$ cat src/hdl/jst_pkg.sv
// Shared types, constants and codes of the job slot table.
`default_nettype none

package jst_pkg;

    localparam int TABLE_ENTRIES = 16;
    localparam int IDX_W         = $clog2(TABLE_ENTRIES);

    localparam int REQ_W  = 3;
    localparam int PID_W  = 22;
    localparam int JOB_W  = 5;
    localparam int ST_W   = 2;
    localparam int STAT_W = 2;
    localparam int SLOT_W = 4;

    localparam int IN_TDATA_W  = 32;
    localparam int OUT_TDATA_W = 40;

    localparam int JOB_LIMIT = 31;
    // The next job number wraps once it passes either the table size or the field range.
    localparam int NEXT_CAP  = (TABLE_ENTRIES < JOB_LIMIT) ? TABLE_ENTRIES : JOB_LIMIT;
    localparam logic [JOB_W:0]   NEXT_CAP_V  = NEXT_CAP[JOB_W:0];
    localparam logic [JOB_W:0]   JOB_LIMIT_V = JOB_LIMIT[JOB_W:0];
    localparam logic [JOB_W-1:0] JOB_FIRST   = JOB_W'(1);
    localparam logic [IDX_W-1:0] IDX_LAST    = IDX_W'(TABLE_ENTRIES - 1);

    localparam logic [ST_W-1:0] RUN_UNDEF = 2'd0;
    localparam logic [ST_W-1:0] RUN_FG    = 2'd1;

    typedef enum logic [REQ_W-1:0] {
        REQ_ADD     = 3'd0,
        REQ_DEL     = 3'd1,
        REQ_FIND_P  = 3'd2,
        REQ_FIND_J  = 3'd3,
        REQ_SET_P   = 3'd4,
        REQ_SET_J   = 3'd5,
        REQ_FG      = 3'd6
    } t_req;

    typedef enum logic [STAT_W-1:0] {
        STAT_OK        = 2'd0,
        STAT_NOT_FOUND = 2'd1,
        STAT_FULL      = 2'd2,
        STAT_INVALID   = 2'd3
    } t_status;

    typedef enum logic [2:0] {
        CMP_FREE = 3'd0,
        CMP_PID  = 3'd1,
        CMP_JOB  = 3'd2,
        CMP_FG   = 3'd3,
        CMP_MAX  = 3'd4
    } t_cmp_mode;

    typedef struct packed {
        logic [PID_W-1:0] pid;
        logic [JOB_W-1:0] job;
        logic [ST_W-1:0]  state;
    } t_entry;

    localparam int ENTRY_W = $bits(t_entry);

    typedef struct packed {
        t_cmp_mode        mode;
        logic [PID_W-1:0] key_pid;
        logic [JOB_W-1:0] key_job;
        logic [JOB_W-1:0] max_job;
    } t_cmp_ctl;

    typedef struct packed {
        logic hit;
    } t_cmp_res;

    typedef struct packed {
        t_status           status;
        logic [SLOT_W-1:0] slot;
        logic [PID_W-1:0]  pid;
        logic [JOB_W-1:0]  job;
        logic [ST_W-1:0]   state;
    } t_result;

    localparam int RES_W = $bits(t_result);

endpackage

`default_nettype wire

$ cat src/hdl/jst_ram.sv
// Generic single-port-write, single-port-read RAM with registered read data.
`default_nettype none

module jst_ram #(
    parameter int WIDTH = 8,
    parameter int DEPTH = 16
) (
    input  wire logic                     i_clk,
    input  wire logic                     i_wr_en,
    input  wire logic [$clog2(DEPTH)-1:0] i_wr_addr,
    input  wire logic [WIDTH-1:0]         i_wr_data,
    input  wire logic                     i_rd_en,
    input  wire logic [$clog2(DEPTH)-1:0] i_rd_addr,
    output logic      [WIDTH-1:0]         o_rd_data
);

    logic [WIDTH-1:0] r_mem [DEPTH];

    always_ff @(posedge i_clk) begin
        if (i_wr_en) begin
            r_mem[i_wr_addr] <= i_wr_data;
        end
        if (i_rd_en) begin
            o_rd_data <= r_mem[i_rd_addr];
        end
    end

endmodule

`default_nettype wire

$ cat src/hdl/jst_cmp.sv
// Shared compare unit used by every table scan: key match, foreground test, running maximum.
`default_nettype none

module jst_cmp
    import jst_pkg::*;
(
    input  wire t_cmp_ctl i_ctl,
    input  wire t_entry   i_entry,
    output t_cmp_res      o_res
);

    always_comb begin
        o_res.hit = 1'b0;
        unique case (i_ctl.mode)
            CMP_FREE: o_res.hit = (i_entry.pid == '0);
            CMP_PID:  o_res.hit = (i_entry.pid == i_ctl.key_pid);
            CMP_JOB:  o_res.hit = (i_entry.job == i_ctl.key_job);
            CMP_FG:   o_res.hit = (i_entry.state == RUN_FG);
            CMP_MAX:  o_res.hit = (i_entry.job > i_ctl.max_job);
            default:  o_res.hit = 1'b0;
        endcase
    end

endmodule

`default_nettype wire

$ cat src/hdl/job_slot_table.sv
// Job slot table top level: request sequencer, slot memory and result register.
//
//  Channel   Dir  Handshake                          Payload
//  request   in   i_s_axis_tvalid / o_s_axis_tready  i_s_axis_tdata (32 bits)
//  result    out  o_m_axis_tvalid / i_m_axis_tready  o_m_axis_tdata (40 bits)
//
// A request walks the slots one at a time through the compare unit, with a read state
// and a check state per slot because the slot memory has a registered read port. A
// delete follows its lookup with a full maximum scan over every slot. A request with an
// invalid key or an unused code skips the scan and goes straight to the result state.
// Reset clears the per-slot valid bits at once, so no clearing pass is needed.
// The block takes a new request while the previous result waits in the output
// register, but holds its next result until that register is free.
`default_nettype none

module job_slot_table
    import jst_pkg::*;
(
    input  wire logic                   i_clk,
    input  wire logic                   i_rst_n,
    input  wire logic                   i_s_axis_tvalid,
    output logic                        o_s_axis_tready,
    // [2:0] req_type, [24:3] proc_id, [29:25] job_num, [31:30] new_state
    input  wire logic [IN_TDATA_W-1:0]  i_s_axis_tdata,
    output logic                        o_m_axis_tvalid,
    input  wire logic                   i_m_axis_tready,
    // [1:0] status, [5:2] found_slot, [27:6] out_proc_id, [32:28] out_job_num,
    // [34:33] out_state, [39:35] zero
    output logic      [OUT_TDATA_W-1:0] o_m_axis_tdata
);

    typedef enum logic [6:0] {
        S_IDLE  = 7'b0000001,
        S_READ  = 7'b0000010,
        S_CHECK = 7'b0000100,
        S_APPLY = 7'b0001000,
        S_MAXRD = 7'b0010000,
        S_MAXCK = 7'b0100000,
        S_RESP  = 7'b1000000
    } t_state;

    t_state                   r_state, n_state;
    t_req                     r_req;
    logic [PID_W-1:0]         r_pid;
    logic [JOB_W-1:0]         r_job;
    logic [ST_W-1:0]          r_st;
    logic [IDX_W-1:0]         r_idx, n_idx;
    logic [IDX_W-1:0]         r_hit_idx;
    t_entry                   r_hit_entry;
    logic [JOB_W-1:0]         r_max, n_max;
    logic [JOB_W-1:0]         r_next_job, n_next_job;
    logic [TABLE_ENTRIES-1:0] r_valid, n_valid;
    logic                     r_rd_vld;
    t_result                  r_res, n_res;
    t_result                  r_out;
    logic                     r_out_vld;

    logic                     s_accept;
    logic                     out_load;
    logic                     ram_we;
    t_entry                   ram_wdata;
    logic                     ram_re;
    logic [ENTRY_W-1:0]       ram_rdata;
    t_entry                   cur_entry;
    t_cmp_ctl                 cmp_ctl;
    t_cmp_res                 cmp_res;
    t_req                     in_req;
    logic [PID_W-1:0]         in_pid;
    logic [JOB_W-1:0]         in_job;
    logic [JOB_W:0]           job_inc;
    logic [JOB_W:0]           max_inc;
    logic [JOB_W-1:0]         max_new;
    logic                     last;

    assign in_req = t_req'(i_s_axis_tdata[2:0]);
    assign in_pid = i_s_axis_tdata[24:3];
    assign in_job = i_s_axis_tdata[29:25];

    assign o_s_axis_tready = (r_state == S_IDLE);
    assign s_accept        = i_s_axis_tvalid && o_s_axis_tready;
    assign out_load        = (r_state == S_RESP) && (!r_out_vld || i_m_axis_tready);
    assign last            = (r_idx == IDX_LAST);

    jst_ram #(
        .WIDTH (ENTRY_W),
        .DEPTH (TABLE_ENTRIES)
    ) u_ram (
        .i_clk     (i_clk),
        .i_wr_en   (ram_we),
        .i_wr_addr (r_hit_idx),
        .i_wr_data (ram_wdata),
        .i_rd_en   (ram_re),
        .i_rd_addr (r_idx),
        .o_rd_data (ram_rdata)
    );

    // A slot that was never written or was freed reads as all zeros.
    assign cur_entry = r_rd_vld ? t_entry'(ram_rdata) : '0;
    assign ram_re    = (r_state == S_READ) || (r_state == S_MAXRD);

    always_comb begin
        cmp_ctl.key_pid = r_pid;
        cmp_ctl.key_job = r_job;
        cmp_ctl.max_job = r_max;
        if (r_state == S_MAXCK) begin
            cmp_ctl.mode = CMP_MAX;
        end else begin
            case (r_req) inside
                REQ_ADD:                             cmp_ctl.mode = CMP_FREE;
                REQ_DEL, REQ_FIND_P, REQ_SET_P:      cmp_ctl.mode = CMP_PID;
                REQ_FIND_J, REQ_SET_J:               cmp_ctl.mode = CMP_JOB;
                default:                             cmp_ctl.mode = CMP_FG;
            endcase
        end
    end

    jst_cmp u_cmp (
        .i_ctl   (cmp_ctl),
        .i_entry (cur_entry),
        .o_res   (cmp_res)
    );

    assign job_inc = {1'b0, r_next_job} + (JOB_W+1)'(1);
    assign max_new = cmp_res.hit ? cur_entry.job : r_max;
    assign max_inc = {1'b0, max_new} + (JOB_W+1)'(1);

    always_comb begin
        n_state    = r_state;
        n_idx      = r_idx;
        n_max      = r_max;
        n_next_job = r_next_job;
        n_valid    = r_valid;
        n_res      = r_res;
        ram_we     = 1'b0;
        ram_wdata  = r_hit_entry;

        unique case (r_state)
            S_IDLE: begin
                if (s_accept) begin
                    n_idx = '0;
                    n_res = '{status: STAT_NOT_FOUND, default: '0};
                    case (in_req) inside
                        REQ_ADD, REQ_DEL, REQ_FIND_P, REQ_SET_P: begin
                            if (in_pid == '0) begin
                                n_res.status = STAT_INVALID;
                                n_state      = S_RESP;
                            end else begin
                                n_state = S_READ;
                            end
                        end
                        REQ_FIND_J, REQ_SET_J: begin
                            if (in_job == '0) begin
                                n_res.status = STAT_INVALID;
                                n_state      = S_RESP;
                            end else begin
                                n_state = S_READ;
                            end
                        end
                        REQ_FG: n_state = S_READ;
                        default: n_state = S_RESP;
                    endcase
                end
            end
            S_READ: begin
                n_state = S_CHECK;
            end
            S_CHECK: begin
                if (cmp_res.hit) begin
                    n_state = S_APPLY;
                end else if (last) begin
                    n_res   = '{status: STAT_NOT_FOUND, default: '0};
                    if (r_req == REQ_ADD) begin
                        n_res.status = STAT_FULL;
                    end
                    n_state = S_RESP;
                end else begin
                    n_idx   = r_idx + IDX_W'(1);
                    n_state = S_READ;
                end
            end
            S_APPLY: begin
                n_res.status = STAT_OK;
                n_res.slot   = SLOT_W'(r_hit_idx);
                n_res.pid    = r_hit_entry.pid;
                n_res.job    = r_hit_entry.job;
                n_res.state  = r_hit_entry.state;
                n_state      = S_RESP;
                case (r_req) inside
                    REQ_ADD: begin
                        ram_we             = 1'b1;
                        ram_wdata.pid      = r_pid;
                        ram_wdata.job      = r_next_job;
                        ram_wdata.state    = r_st;
                        n_valid[r_hit_idx] = 1'b1;
                        n_res.pid          = r_pid;
                        n_res.job          = r_next_job;
                        n_res.state        = r_st;
                        n_next_job = (job_inc > NEXT_CAP_V) ? JOB_FIRST : job_inc[JOB_W-1:0];
                    end
                    REQ_DEL: begin
                        n_valid[r_hit_idx] = 1'b0;
                        n_res.state        = RUN_UNDEF;
                        n_max              = '0;
                        n_idx              = '0;
                        n_state            = S_MAXRD;
                    end
                    REQ_SET_P, REQ_SET_J: begin
                        ram_we          = 1'b1;
                        ram_wdata.state = r_st;
                        n_res.state     = r_st;
                    end
                    default: ;
                endcase
            end
            S_MAXRD: begin
                n_state = S_MAXCK;
            end
            S_MAXCK: begin
                n_max = max_new;
                if (last) begin
                    n_next_job = (max_inc > JOB_LIMIT_V) ? JOB_FIRST : max_inc[JOB_W-1:0];
                    n_state    = S_RESP;
                end else begin
                    n_idx   = r_idx + IDX_W'(1);
                    n_state = S_MAXRD;
                end
            end
            S_RESP: begin
                if (out_load) begin
                    n_state = S_IDLE;
                end
            end
            default: n_state = S_IDLE;
        endcase
    end

    always_ff @(posedge i_clk) begin
        if (!i_rst_n) begin
            r_state    <= S_IDLE;
            r_valid    <= '0;
            r_next_job <= JOB_FIRST;
            r_out_vld  <= 1'b0;
        end else begin
            r_state    <= n_state;
            r_valid    <= n_valid;
            r_next_job <= n_next_job;
            if (out_load) begin
                r_out_vld <= 1'b1;
            end else if (i_m_axis_tready) begin
                r_out_vld <= 1'b0;
            end
        end
    end

    always_ff @(posedge i_clk) begin
        r_idx <= n_idx;
        r_max <= n_max;
        r_res <= n_res;
        if (s_accept) begin
            r_req <= in_req;
            r_pid <= in_pid;
            r_job <= in_job;
            r_st  <= i_s_axis_tdata[31:30];
        end
        if (ram_re) begin
            r_rd_vld <= r_valid[r_idx];
        end
        if (r_state == S_CHECK && cmp_res.hit) begin
            r_hit_idx   <= r_idx;
            r_hit_entry <= cur_entry;
        end
        if (out_load) begin
            r_out <= r_res;
        end
    end

    assign o_m_axis_tvalid = r_out_vld;
    assign o_m_axis_tdata  = {(OUT_TDATA_W - RES_W)'(0), r_out.state, r_out.job,
                              r_out.pid, r_out.slot, r_out.status};

    // A new request is never taken while another one is still being worked.
    a_one_at_a_time: assert property (@(posedge i_clk) disable iff (!i_rst_n)
        s_accept |=> !o_s_axis_tready)
        else $error("request accepted while busy");

    // The scan index stays inside the table whenever the memory is read.
    a_idx_range: assert property (@(posedge i_clk) disable iff (!i_rst_n)
        ram_re |-> (r_idx <= IDX_LAST))
        else $error("scan index beyond table");

    // A delete frees its slot before the maximum scan reads it.
    a_del_frees: assert property (@(posedge i_clk) disable iff (!i_rst_n)
        (r_state == S_APPLY && r_req == REQ_DEL) |=> !r_valid[$past(r_hit_idx)])
        else $error("deleted slot still valid");

    // A result taken from the sequencer shows up on the output the next cycle.
    a_result_shown: assert property (@(posedge i_clk) disable iff (!i_rst_n)
        out_load |=> (o_m_axis_tvalid && r_state == S_IDLE))
        else $error("result not presented");

    // The next job number never leaves the range one to the wrap limit.
    a_next_range: assert property (@(posedge i_clk) disable iff (!i_rst_n)
        (r_next_job != '0) && ({1'b0, r_next_job} <= NEXT_CAP_V
                               || {1'b0, r_next_job} <= JOB_LIMIT_V))
        else $error("next job number out of range");

endmodule

`default_nettype wire

$ cat config.mk
export PLATFORM = sky130hd
export DESIGN_NAME = job_slot_table
export DESIGN_NICKNAME = d
export VERILOG_FILES = /design/src/hdl/jst_pkg.sv /design/src/hdl/jst_ram.sv /design/src/hdl/jst_cmp.sv /design/src/hdl/job_slot_table.sv
export SDC_FILE = /design/constraint.sdc
export NUM_CORES = 1
export LEC_CHECK = 0
export BUFFER_PORTS_ARGS = -buffer_cell sky130_fd_sc_hd__clkbuf_2
export CAP_MARGIN = 0
export CORE_ASPECT_RATIO = 2
export CORE_MARGIN = 4
export CORE_UTILIZATION = 44
export DETAILED_ROUTE_END_ITERATION = 8
export PLACE_DENSITY_LB_ADDON = 0.05
export SLEW_MARGIN = 10
export SYNTH_ARGS = -nofsm -noshare
export SYNTH_HDL_FRONTEND = slang
export SYNTH_SLANG_ARGS = --single-unit
$ cat constraint.sdc
create_clock -name i_clk -period 5.94 [get_ports i_clk]
set_input_delay 0.594 -clock i_clk [delete_from_list [all_inputs] [get_ports i_clk]]
set_output_delay 0.594 -clock i_clk [all_outputs]
set_load 0.03 [all_outputs]
Word level (Yosys, flattened, before mapping)
Memory sizes are Yosys's and may differ from the RTL's. A register that Yosys moved wholly into a read port is not among the register bits.
Index checks and enable logic that the tools add are counted.
- register bits: 174
- memory bits (read-only): 0
- word-level logic and storage cells: 165
- memory bits (writable): 464
- memories: 1
- input bits: 36
- latch bits: 0
- memories (name ; depth ; width ; read ports ; clocked after Yosys merged registers in ; write ports ; RTL line ; source):
    u_ram.r_mem ; 16 ; 29 ; 1 ; 1 ; 1 ; jst_ram.sv:17 ; logic [WIDTH-1:0] r_mem [DEPTH];
- reductions and logical operators: 29
- magnitude comparators: 6
- div/mod/pow operators: 0
- equal/unequal tests: 34
- shift-type cells: 0
- multiplexer cells: 64
- bitwise gates (word level): 3
- $add $sub $neg: 3
- multipliers: 0
- operators by type and width (operator ; count):
    $mux 35 ; 3
    $pmux 35 s3 ; 1
    $mux 7 ; 12
    $mux 29 ; 2
    $pmux 7 s7 ; 1
    $logic_not 22->1 ; 2
    $mux 5 ; 7
    $mux 16 ; 2
    $mux 27 ; 1
    $eq 22x22->1 ; 1
    $mux 2 ; 10
    $mux 4 ; 5
    $pmux 5 s2 ; 2
    $eq 3x2->1 const B ; 6
    $eq 3x3->1 const B ; 6
    $and 16x16->16 ; 1
    $not 16->16 ; 1
    $or 16x16->16 ; 1
    $pmux 4 s4 ; 1
    $ne 2x2->1 const B ; 7
    $add 5x1->6 const B ; 2
    $gt 6x5->1 const B ; 2
    $mux 1 ; 11
    $lt 4x5->1 const B ; 2
    other kinds (34) ; 50

Longest topological paths before layout
Gate-level depths: netlist of run 1.
- word-level depth: 14
- mapped depth: 19
- mapped depth without buffers: 16

Hierarchy
Synthesis of run 1 repeated with hierarchy kept, for this count alone.
- cells, all modules: 1428
- area total of the unflattened synthesis: 26386.6 um^2
- modules (own cells, without submodules) (module ; area each (um^2) ; seq. area each (um^2) ; cells an instance ; instances):
    jst_ram ; 18323.8 ; 14804.2 ; 761 ; 1
    job_slot_table ; 7552.2 ; 4934.7 ; 597 ; 1
    jst_cmp ; 510.5 ; 0.0 ; 70 ; 1

Worst setup path after synthesis of run 1
OpenSTA, ideal clock, no wires.
- kind: register to register
- from: reg r_rd_vld
- to: reg r_res[0] (netlist bit) (enable)
- setup time: 0.439 ns
- clock period less this slack: 4.601 ns
- required time: 5.501 ns
- slack: 1.339 ns
- arrival: 4.162 ns
- path buffers: 3
- cell stages (with the launch flop): 15
- cell sequence: edfxtp_1 -> buf_4 -> buf_4 -> clkbuf_1 -> nand2_1 -> inv_1 -> ha_1 -> a21o_1 -> a21oi_1 -> nor2b_1 -> o221ai_1 -> a21bo_4 -> nor2_4 -> nand3_1 -> a21oi_1
- RTL lines (what ; RTL line ; source):
    start, declared ; job_slot_table.sv:53 ; logic r_rd_vld;
    start signal, assigned ; job_slot_table.sv:266 ; r_rd_vld <= r_valid[r_idx];
    end signal, assigned ; job_slot_table.sv:258 ; r_res <= n_res;
    end, declared ; job_slot_table.sv:54 ; t_result r_res, n_res;

Worst setup path in the final report of run 1
- from: reg r_req[0]
- to: reg r_res[24] (netlist bit) (enable)
- cells in the longest elaborated chain, start to end: 10
- RTL lines (what ; RTL line ; source):
    start, declared ; job_slot_table.sv:43 ; t_req r_req;
    start signal, assigned ; job_slot_table.sv:260 ; r_req <= in_req;
    $eq 3x2->1 (no line) or $eq 3x3->1 (tied branches) ; -- ;
    $reduce_or 2->1 ; job_slot_table.sv:108 ; case (r_req) inside
    $mux 1 ; job_slot_table.sv:108 ;
    $mux 3 ; job_slot_table.sv:108 ;
    $mux 3 * ; job_slot_table.sv:108 ;
    $mux 3 * ; job_slot_table.sv:105 ; if (r_state == S_MAXCK) begin
    $eq 3x3->1 (tied with other cells) ; jst_cmp.sv:14 ; unique case (i_ctl.mode)
    $pmux 1 s5 * ; jst_cmp.sv:14 ;
    $ne 2x2->1 (no line) * ; -- ;
    $reduce_and 4->1 (no line) * ; -- ;
Every way passes the cells marked *; elsewhere a longest branch is shown, timed or not.
A chain may end at the register's enable or synchronous reset.

==> flow_summary.yaml, run 1 <==
run_status:
  run_status: "complete, no violations"
cells_and_area:
  final_cells: 2359
  areaGrowthSynthToFinish_pct: 11.8
  fillers: 5034
  layout-drive-gt1-share_pct: 24.9
  final_util_pct: 49.8
  stdcell_area_sq_um: 30000
  nets: 1581
synthesis:
  syn_area_sq_um: 26800
  netlist_instances: 1445
  yosysWarningCount: 0
  synth-edff-count: 638
  avgSynthCellArea_sq_um: 18.6
  ys_dominant_reg_cell: "edfxtp_1"
  ys_seq_area_share_pct: 73.6
  synthArstFlopShare_pct: 0
  ys_ff_latch: 667
  synth.distinct_cells: 76
floorplanning:
  initial_core_util_pct: 44.5
  floorplan.io_pins: 78
  die_area_sq_um: 65200
  dieHeight_um: 357
  die_x_um: 183
  core_area_sq_um: 60200
  placementRows: 127
timing:
  finalSetupTns_ns: 0
  worstMarginPinSlew_ns: 1.21
  relSlewSlack_pct: 19.3
  fin_crit_ns: 4.11
  clock_skew_ns: 0.0183
  fmax_mhz: 243
  hold_violations: 0
  rsz0062_at_grt: "false"
  whs_ns: 0.163
  setup_ws_ns: 1.83
  setup_violations: 0
  finalMaxSlewViolations: 0
  post-route-period-util_pct: 69.2
grt:
  grt_max_degree: 125
  grt_pass1_wl_um: 98200
  overflow: 0
  antenna_found_initial: 0
  grt_pass1_vias: 14400
  gr-usage-all-layers_pct: 20.6
critical_path:
  startpoint: "r_req[0]"
  cp_max_fo: 35
  crit_type: "register to register"
  critPathSlowestCell: "edfxtp_1"
  reg2reg_from: "r_req[0]"
  cp-start-kind: "register"
  required_ns: 6.16
  slowest_delay_ns: 1.14
  crit_arrival_ns: 4.33
  path_cells: "nor2_1 > a2bb2oi_1 > o21a_1 > o21ai_1 > a21bo_4 > nor2_4 > nand3_1 > a21oi_4"
  endpoint_kind: "register"
clock_tree:
  cts_max_level: 2
  cts.hold.buffers_added: 0
  ctsLongestPathBuffers: 3
  numCtsBuffers: 59
  clock-sinks: 667
  post-cts-setup-buffers: 0
  cts_tree: "built"
  cts_root_buffer: "clkbuf_16"
  insertion_delay_ns: 0.62
  cts_resized: 0
  path_clk_slew_ns: 0.06
place:
  post-dp-hpwl_um: 40700
  dpl_cell_area_sq_um: 28200
  io_buffers: 72
  gp_congestion: 0.918
  dpl_worst_slack_ns: 1.87
  dp.cells: 2249
route:
  drcViolationCount: 0
  dr.first_iter.drc_count: 995
  detail_route.first_pass.iterations: 5
  vias: 13700
  drtAntennaViolNets: 0
  wl_per_cell_um: 28.2
  vias_per_cell: 5.79
  wl_um: 66500
run:
  cap_violations: 0
worst_hold_path:
  hold_start: "i_s_axis_tdata[30]"
  min_path_type: "primary input to register"
pwr:
  combPwrFrac_pct: 17.5
  intPower_mw: 8.26
  pwr-share-seq_pct: 50.2
  clockPowerShare_pct: 32.3
  total_leakage_power_nw: 9.73
  p_total_mw: 11.1
  powerDensity_nw_per_um2: 371
  ir_worst_vdd_mv: 0.296
  p_switching_mw: 2.85
  switching_share_pct: 25.6
-- power groups by stage --
stage	Combinational, mW	Clock (mW)	Sequential, mW
finish	1.94	3.59	5.58
global route	2.10	3.90	5.59
CTS	2.00	3.72	5.58
detailed placement	2.00	0	5.67
global placement	2.01	0	5.67
floorplan	1.48	0	5.59
-- synth_stat cells, types with 6 or more instances --
master | count | area (sq um)
nor2_1 | 68 | 255
and2_2 | 6 | 45.0
ha_1 | 9 | 113
mux2_2 | 22 | 248
nand2b_1 | 8 | 50.1
nor3_1 | 21 | 105
mux4_2 | 150 | 3380
and2_1 | 29 | 181
o211a_1 | 16 | 160
nor4_1 | 13 | 81.3
a21oi_1 | 48 | 240
xnor2_1 | 14 | 123
inv_1 | 18 | 67.6
nand3_1 | 21 | 105
clkbuf_1 | 54 | 203
nand4b_1 | 8 | 70.1
o21ai_0 | 26 | 130
a31oi_1 | 7 | 43.8
nand2_1 | 105 | 394
edfxtp_1 | 638 | 19200
xor2_1 | 7 | 61.3
dfxtp_1 | 29 | 581
nand4_1 | 8 | 50.1
buf_4 | 9 | 67.6
buf_1 | 7 | 26.3
a211oi_1 | 7 | 52.6
a2bb2oi_1 | 8 | 70.1
-- routing by layer --
layer / track usage (%) / vias to the layer above / part of all wire [%] / routed length (um)
li1: - / 6018 / - / -
met1: 24.9 / 7261 / 39 / 25800
met2: 38.4 / 273 / 55 / 36700
met3: 2.18 / 107 / 3.0 / 2000
met4: 6.23 / 0 / 3.1 / 2090
met5: 0 / - / 0 / 0
-- registers in the layout, indices dropped and copies added, names as in the netlist, 5 cells and up, named ones only --
signal	count
r_job	5
o_m_axis_tdata	35
r_max	5
r_next_job	5
u_ram.o_rd_data	29
r_hit_entry	29
r_res	35
u_ram.r_mem	464
r_state	7
r_pid	22
-- cells in the final DEF, fill, tap and decap left out, types with 4 or more instances in the layout --
cell and instances:
edfxtp_1 638, mux4_2 150, nand2_1 105, clkbuf_2 72, clkbuf_16 59, nor2_1 55
a21oi_1 47, buf_4 31, and2_1 29, dfxtp_1 29, o21ai_0 26, mux2_2 22
nand3_1 21, inv_1 18, clkinv_1 17, nor3_1 16, o211a_1 16, clkbuf_1 16
xnor2_1 14, nor2_4 14, nor4_1 13, clkinv_2 12, ha_1 9, nand4_1 8
nand2b_1 8, nand4b_1 8, a2bb2oi_1 8, xor2_1 7, a31oi_1 7, a211oi_1 7
and2_2 6, nor3_2 5, conb_1 5, a22o_1 4, and3_1 4
-- kinds of logic after synthesis --
kind of cell / after synthesis / synth area share [%]
other cells: 1 / 0.0140
xor+xnor: 21 / 0.686
fa+ha+maj: 10 / 0.457
simple gates: 317 / 5.99
mux: 172 / 13.5
compound gates: 159 / 4.11
buf+inv: 98 / 1.63
flops: 667 / 73.6
-- final timing paths --
kind                                      endpoint  slack [ns]  depth (start not counted)
worst max-delay path                     r_res[24]        1.83                          8
worst min-delay path                       r_st[0]        0.16                          1
worst max register to register           r_res[24]        1.83                          8
worst min register to register  o_m_axis_tdata[15]        0.42                          0
-- layout make-up --
| cell class | instances | area, sq um | area share (%) |
|---|---|---|---|
| multi-input cells | 684 | 6810 | 22.7 |
| flip-flops and latches | 667 | 19700 | 65.8 |
| well taps | 774 | 968 | 3.23 |
| repair buffers | 105 | 633 | 2.11 |
| clock inverters | 34 | 225 | 0.751 |
| inverters | 19 | 71.3 | 0.238 |
| diodes | 1 | 2.50 | 0.00835 |
| clock buffers | 75 | 1540 | 5.12 |
-- critical path, delay by kind of cell, from the launching register on --
kind | cells | cell delay, ns
AOI/OAI and AO/OA | 5 | 2.10
DFF | 1 | 1.14
and+or+nand+nor | 3 | 0.40
No activity file was read; power rests on OpenSTA's default activity.
==> run 2: changes to the inputs <==
Clock period 5.94 ns to 3.9 ns, I/O delays scaled along.
==> flow_summary.yaml, run 2 (synthesis gave the netlist of run 1 again) <==
critical_path:
  endpoint_kind: "register"
  crit_type: "register to register"
  critPathBufInv: 2
  slowest_delay_ns: 0.56
  crit_arrival_ns: 4.06
  cp_top_family: "compound AO/OA/AOI/OAI gates"
  r2r_slack_ns: 0.36
  critPathSlowestCell: "edfxtp_1"
  r2r_end: "r_next_job[4]"
  reg2reg_from: "r_rd_vld"
  r2r_cells: 16
  cp_max_fo: 9
  required_ns: 4.41
  cp-start-kind: "register"
  path_cells: "buf_4 > nand2_2 > inv_1 > ha_1 > nand4_1 > o21bai_1 > o221ai_1 > a21boi_4 > nand2_1 > o21ai_1 > ha_1 > nand3_1 > xnor2_1 > nor4_1 > o21a_1 > o21a_1"
pwr:
  p_total_mw: 17.2
  total_leakage_power_nw: 10.0
  powerDensity_nw_per_um2: 562
  ir_worst_vdd_mv: 0.361
cells_and_area:
  nets: 1637
  final_common_cell: "edfxtp_1"
  stdcell_area_sq_um: 30600
  regMostFlops: "u_ram.r_mem"
  largest_reg_flops: 464
  areaGrowthSynthToFinish_pct: 14.3
  mostFrequentLayoutCells: "edfxtp_1, mux4_2, nand2_1, clkbuf_2, clkbuf_16"
  n_antenna_cell: 0
  layout-drive-gt1-share_pct: 26.0
clock_tree:
  clock-sinks: 667
  numCtsBuffers: 59
  insertion_delay_ns: 0.62
  ctsLongestPathBuffers: 3
  cts_tree: "built"
  path_clk_slew_ns: 0.07
  cts_max_level: 2
  cts_root_buffer: "clkbuf_16"
grt:
  grt_max_degree: 67
  overflow: 0
  grt_pass1_vias: 14500
  antenna_found_initial: 0
  gr-usage-all-layers_pct: 20.5
  grt_pass1_wl_um: 97900
place:
  io_buffers: 72
  dpl_worst_slack_ns: 0.298
  gp_congestion: 0.911
  dpl_cell_area_sq_um: 28500
  post-dp-hpwl_um: 41500
worst_hold_path:
  worstHoldEndpoint: "r_pid[19]"
  hold_path_depth: 1
  min_path_type: "primary input to register"
  hold_start: "i_s_axis_tdata[22]"
timing:
  hold_violations: 0
  worstMarginPinSlew_ns: 0.965
  post-route-period-util_pct: 90.9
  fin_crit_ns: 3.54
  relSlewSlack_pct: 35.5
  finalSetupTns_ns: 0
  whs_ns: 0.0560
  fmax_mhz: 282
  setup_ws_ns: 0.355
  setup_violations: 0
  finalMaxSlewViolations: 0
  rsz0062_at_grt: "false"
  clock_skew_ns: 0.0127
route:
  dr.first_iter.drc_count: 1060
  wl_um: 66600
  vias_per_cell: 5.77
  vias: 13900
  drtAntennaViolNets: 0
  drcViolationCount: 0
  wl_per_cell_um: 27.7
  detail_route.first_pass.iterations: 5
floorplanning:
  core_area_sq_um: 60200
  die_x_um: 183
  dieHeight_um: 357
  placementRows: 127
  initial_core_util_pct: 44.5
  die_area_sq_um: 65200
  floorplan.io_pins: 78
run_status:
  run_status: "complete, no violations"
run:
  cap_violations: 0
run 2: cell count changes in the layout (fill, tap and decap cells not counted), sizes merged:
| cell | delta |
|---|---|
| buf | +28 |
| bufinv | +1 |
| clkbuf | -1 |
| clkinv | -9 |
| clkinvlp | +3 |
| diode | -1 |
| dlygate4sd3 | +28 |
| inv | -1 |
run 2: metrics by stage:
step                      cells  util [%]
final                      2407      50.9
after global routing       2407      50.9
after CTS                  2405      50.9
after detailed placement   2275      47.4
after global placement     2275      47.4
after floorplan            1449         -
run 2: worst max path at each step:
stage | start | to | depth (start not counted) | slack (ns)
4_1_cts | r_rd_vld | r_next_job[4] | 15 | 0.29
6_report | r_rd_vld | r_next_job[4] | 16 | 0.36
3_5_place_dp | r_rd_vld | r_next_job[4] | 15 | 0.30
3_3_place_gp | r_rd_vld | r_next_job[4] | 16 | 0.39
2_1_floorplan | r_rd_vld | r_res[0] | 14 | 0.05
5_1_grt | r_rd_vld | r_next_job[4] | 16 | 0.08
run 2: worst register-to-register path: stages, from the launching register on:
cell	delay, ns
edfxtp_1	0.56
buf_4	0.22
nand2_2	0.07
inv_1	0.11
ha_1	0.33
nand4_1	0.13
o21bai_1	0.07
o221ai_1	0.23
a21boi_4	0.34
nand2_1	0.18
o21ai_1	0.22
ha_1	0.28
nand3_1	0.12
xnor2_1	0.15
nor4_1	0.06
o21a_1	0.18
o21a_1	0.17
run 2: report_power, final:
group	leakage (nW)	switching (mW)	internal (mW)
registers	6.02	0.251	8.24
logic	3.14	1.58	1.57
clock network	0.864	2.57	3.00
run 2: layer usage:
metal  routed length [um]  vias up  GRT usage, %
li1                     -     6115             -
met1                25200     7286          24.6
met2                36900      369          38.4
met3                 2360      122          2.02
met4                 2170        0          6.63
met5                    0        -             0
run 2: final cells by class:
| cell class | instances | area (sq um) |
|---|---|---|
| clock inverter | 28 | 260 |
| clock buffer | 74 | 1540 |
| tap | 774 | 968 |
| fill | 4882 | 29600 |
| inverter | 19 | 71.3 |
| multi-input combinational | 684 | 6830 |
| timing repair buffer | 161 | 1240 |
| sequential | 667 | 19700 |
run 2: what timing repair did:
item                                   in CTS  in global routing
setup endpoints to repair                   0                  1
endpoints found under the hold margin      28                  0
gates resized for setup                     0                  1
hold buffers                               28                  0
buffers inserted                            0                  2
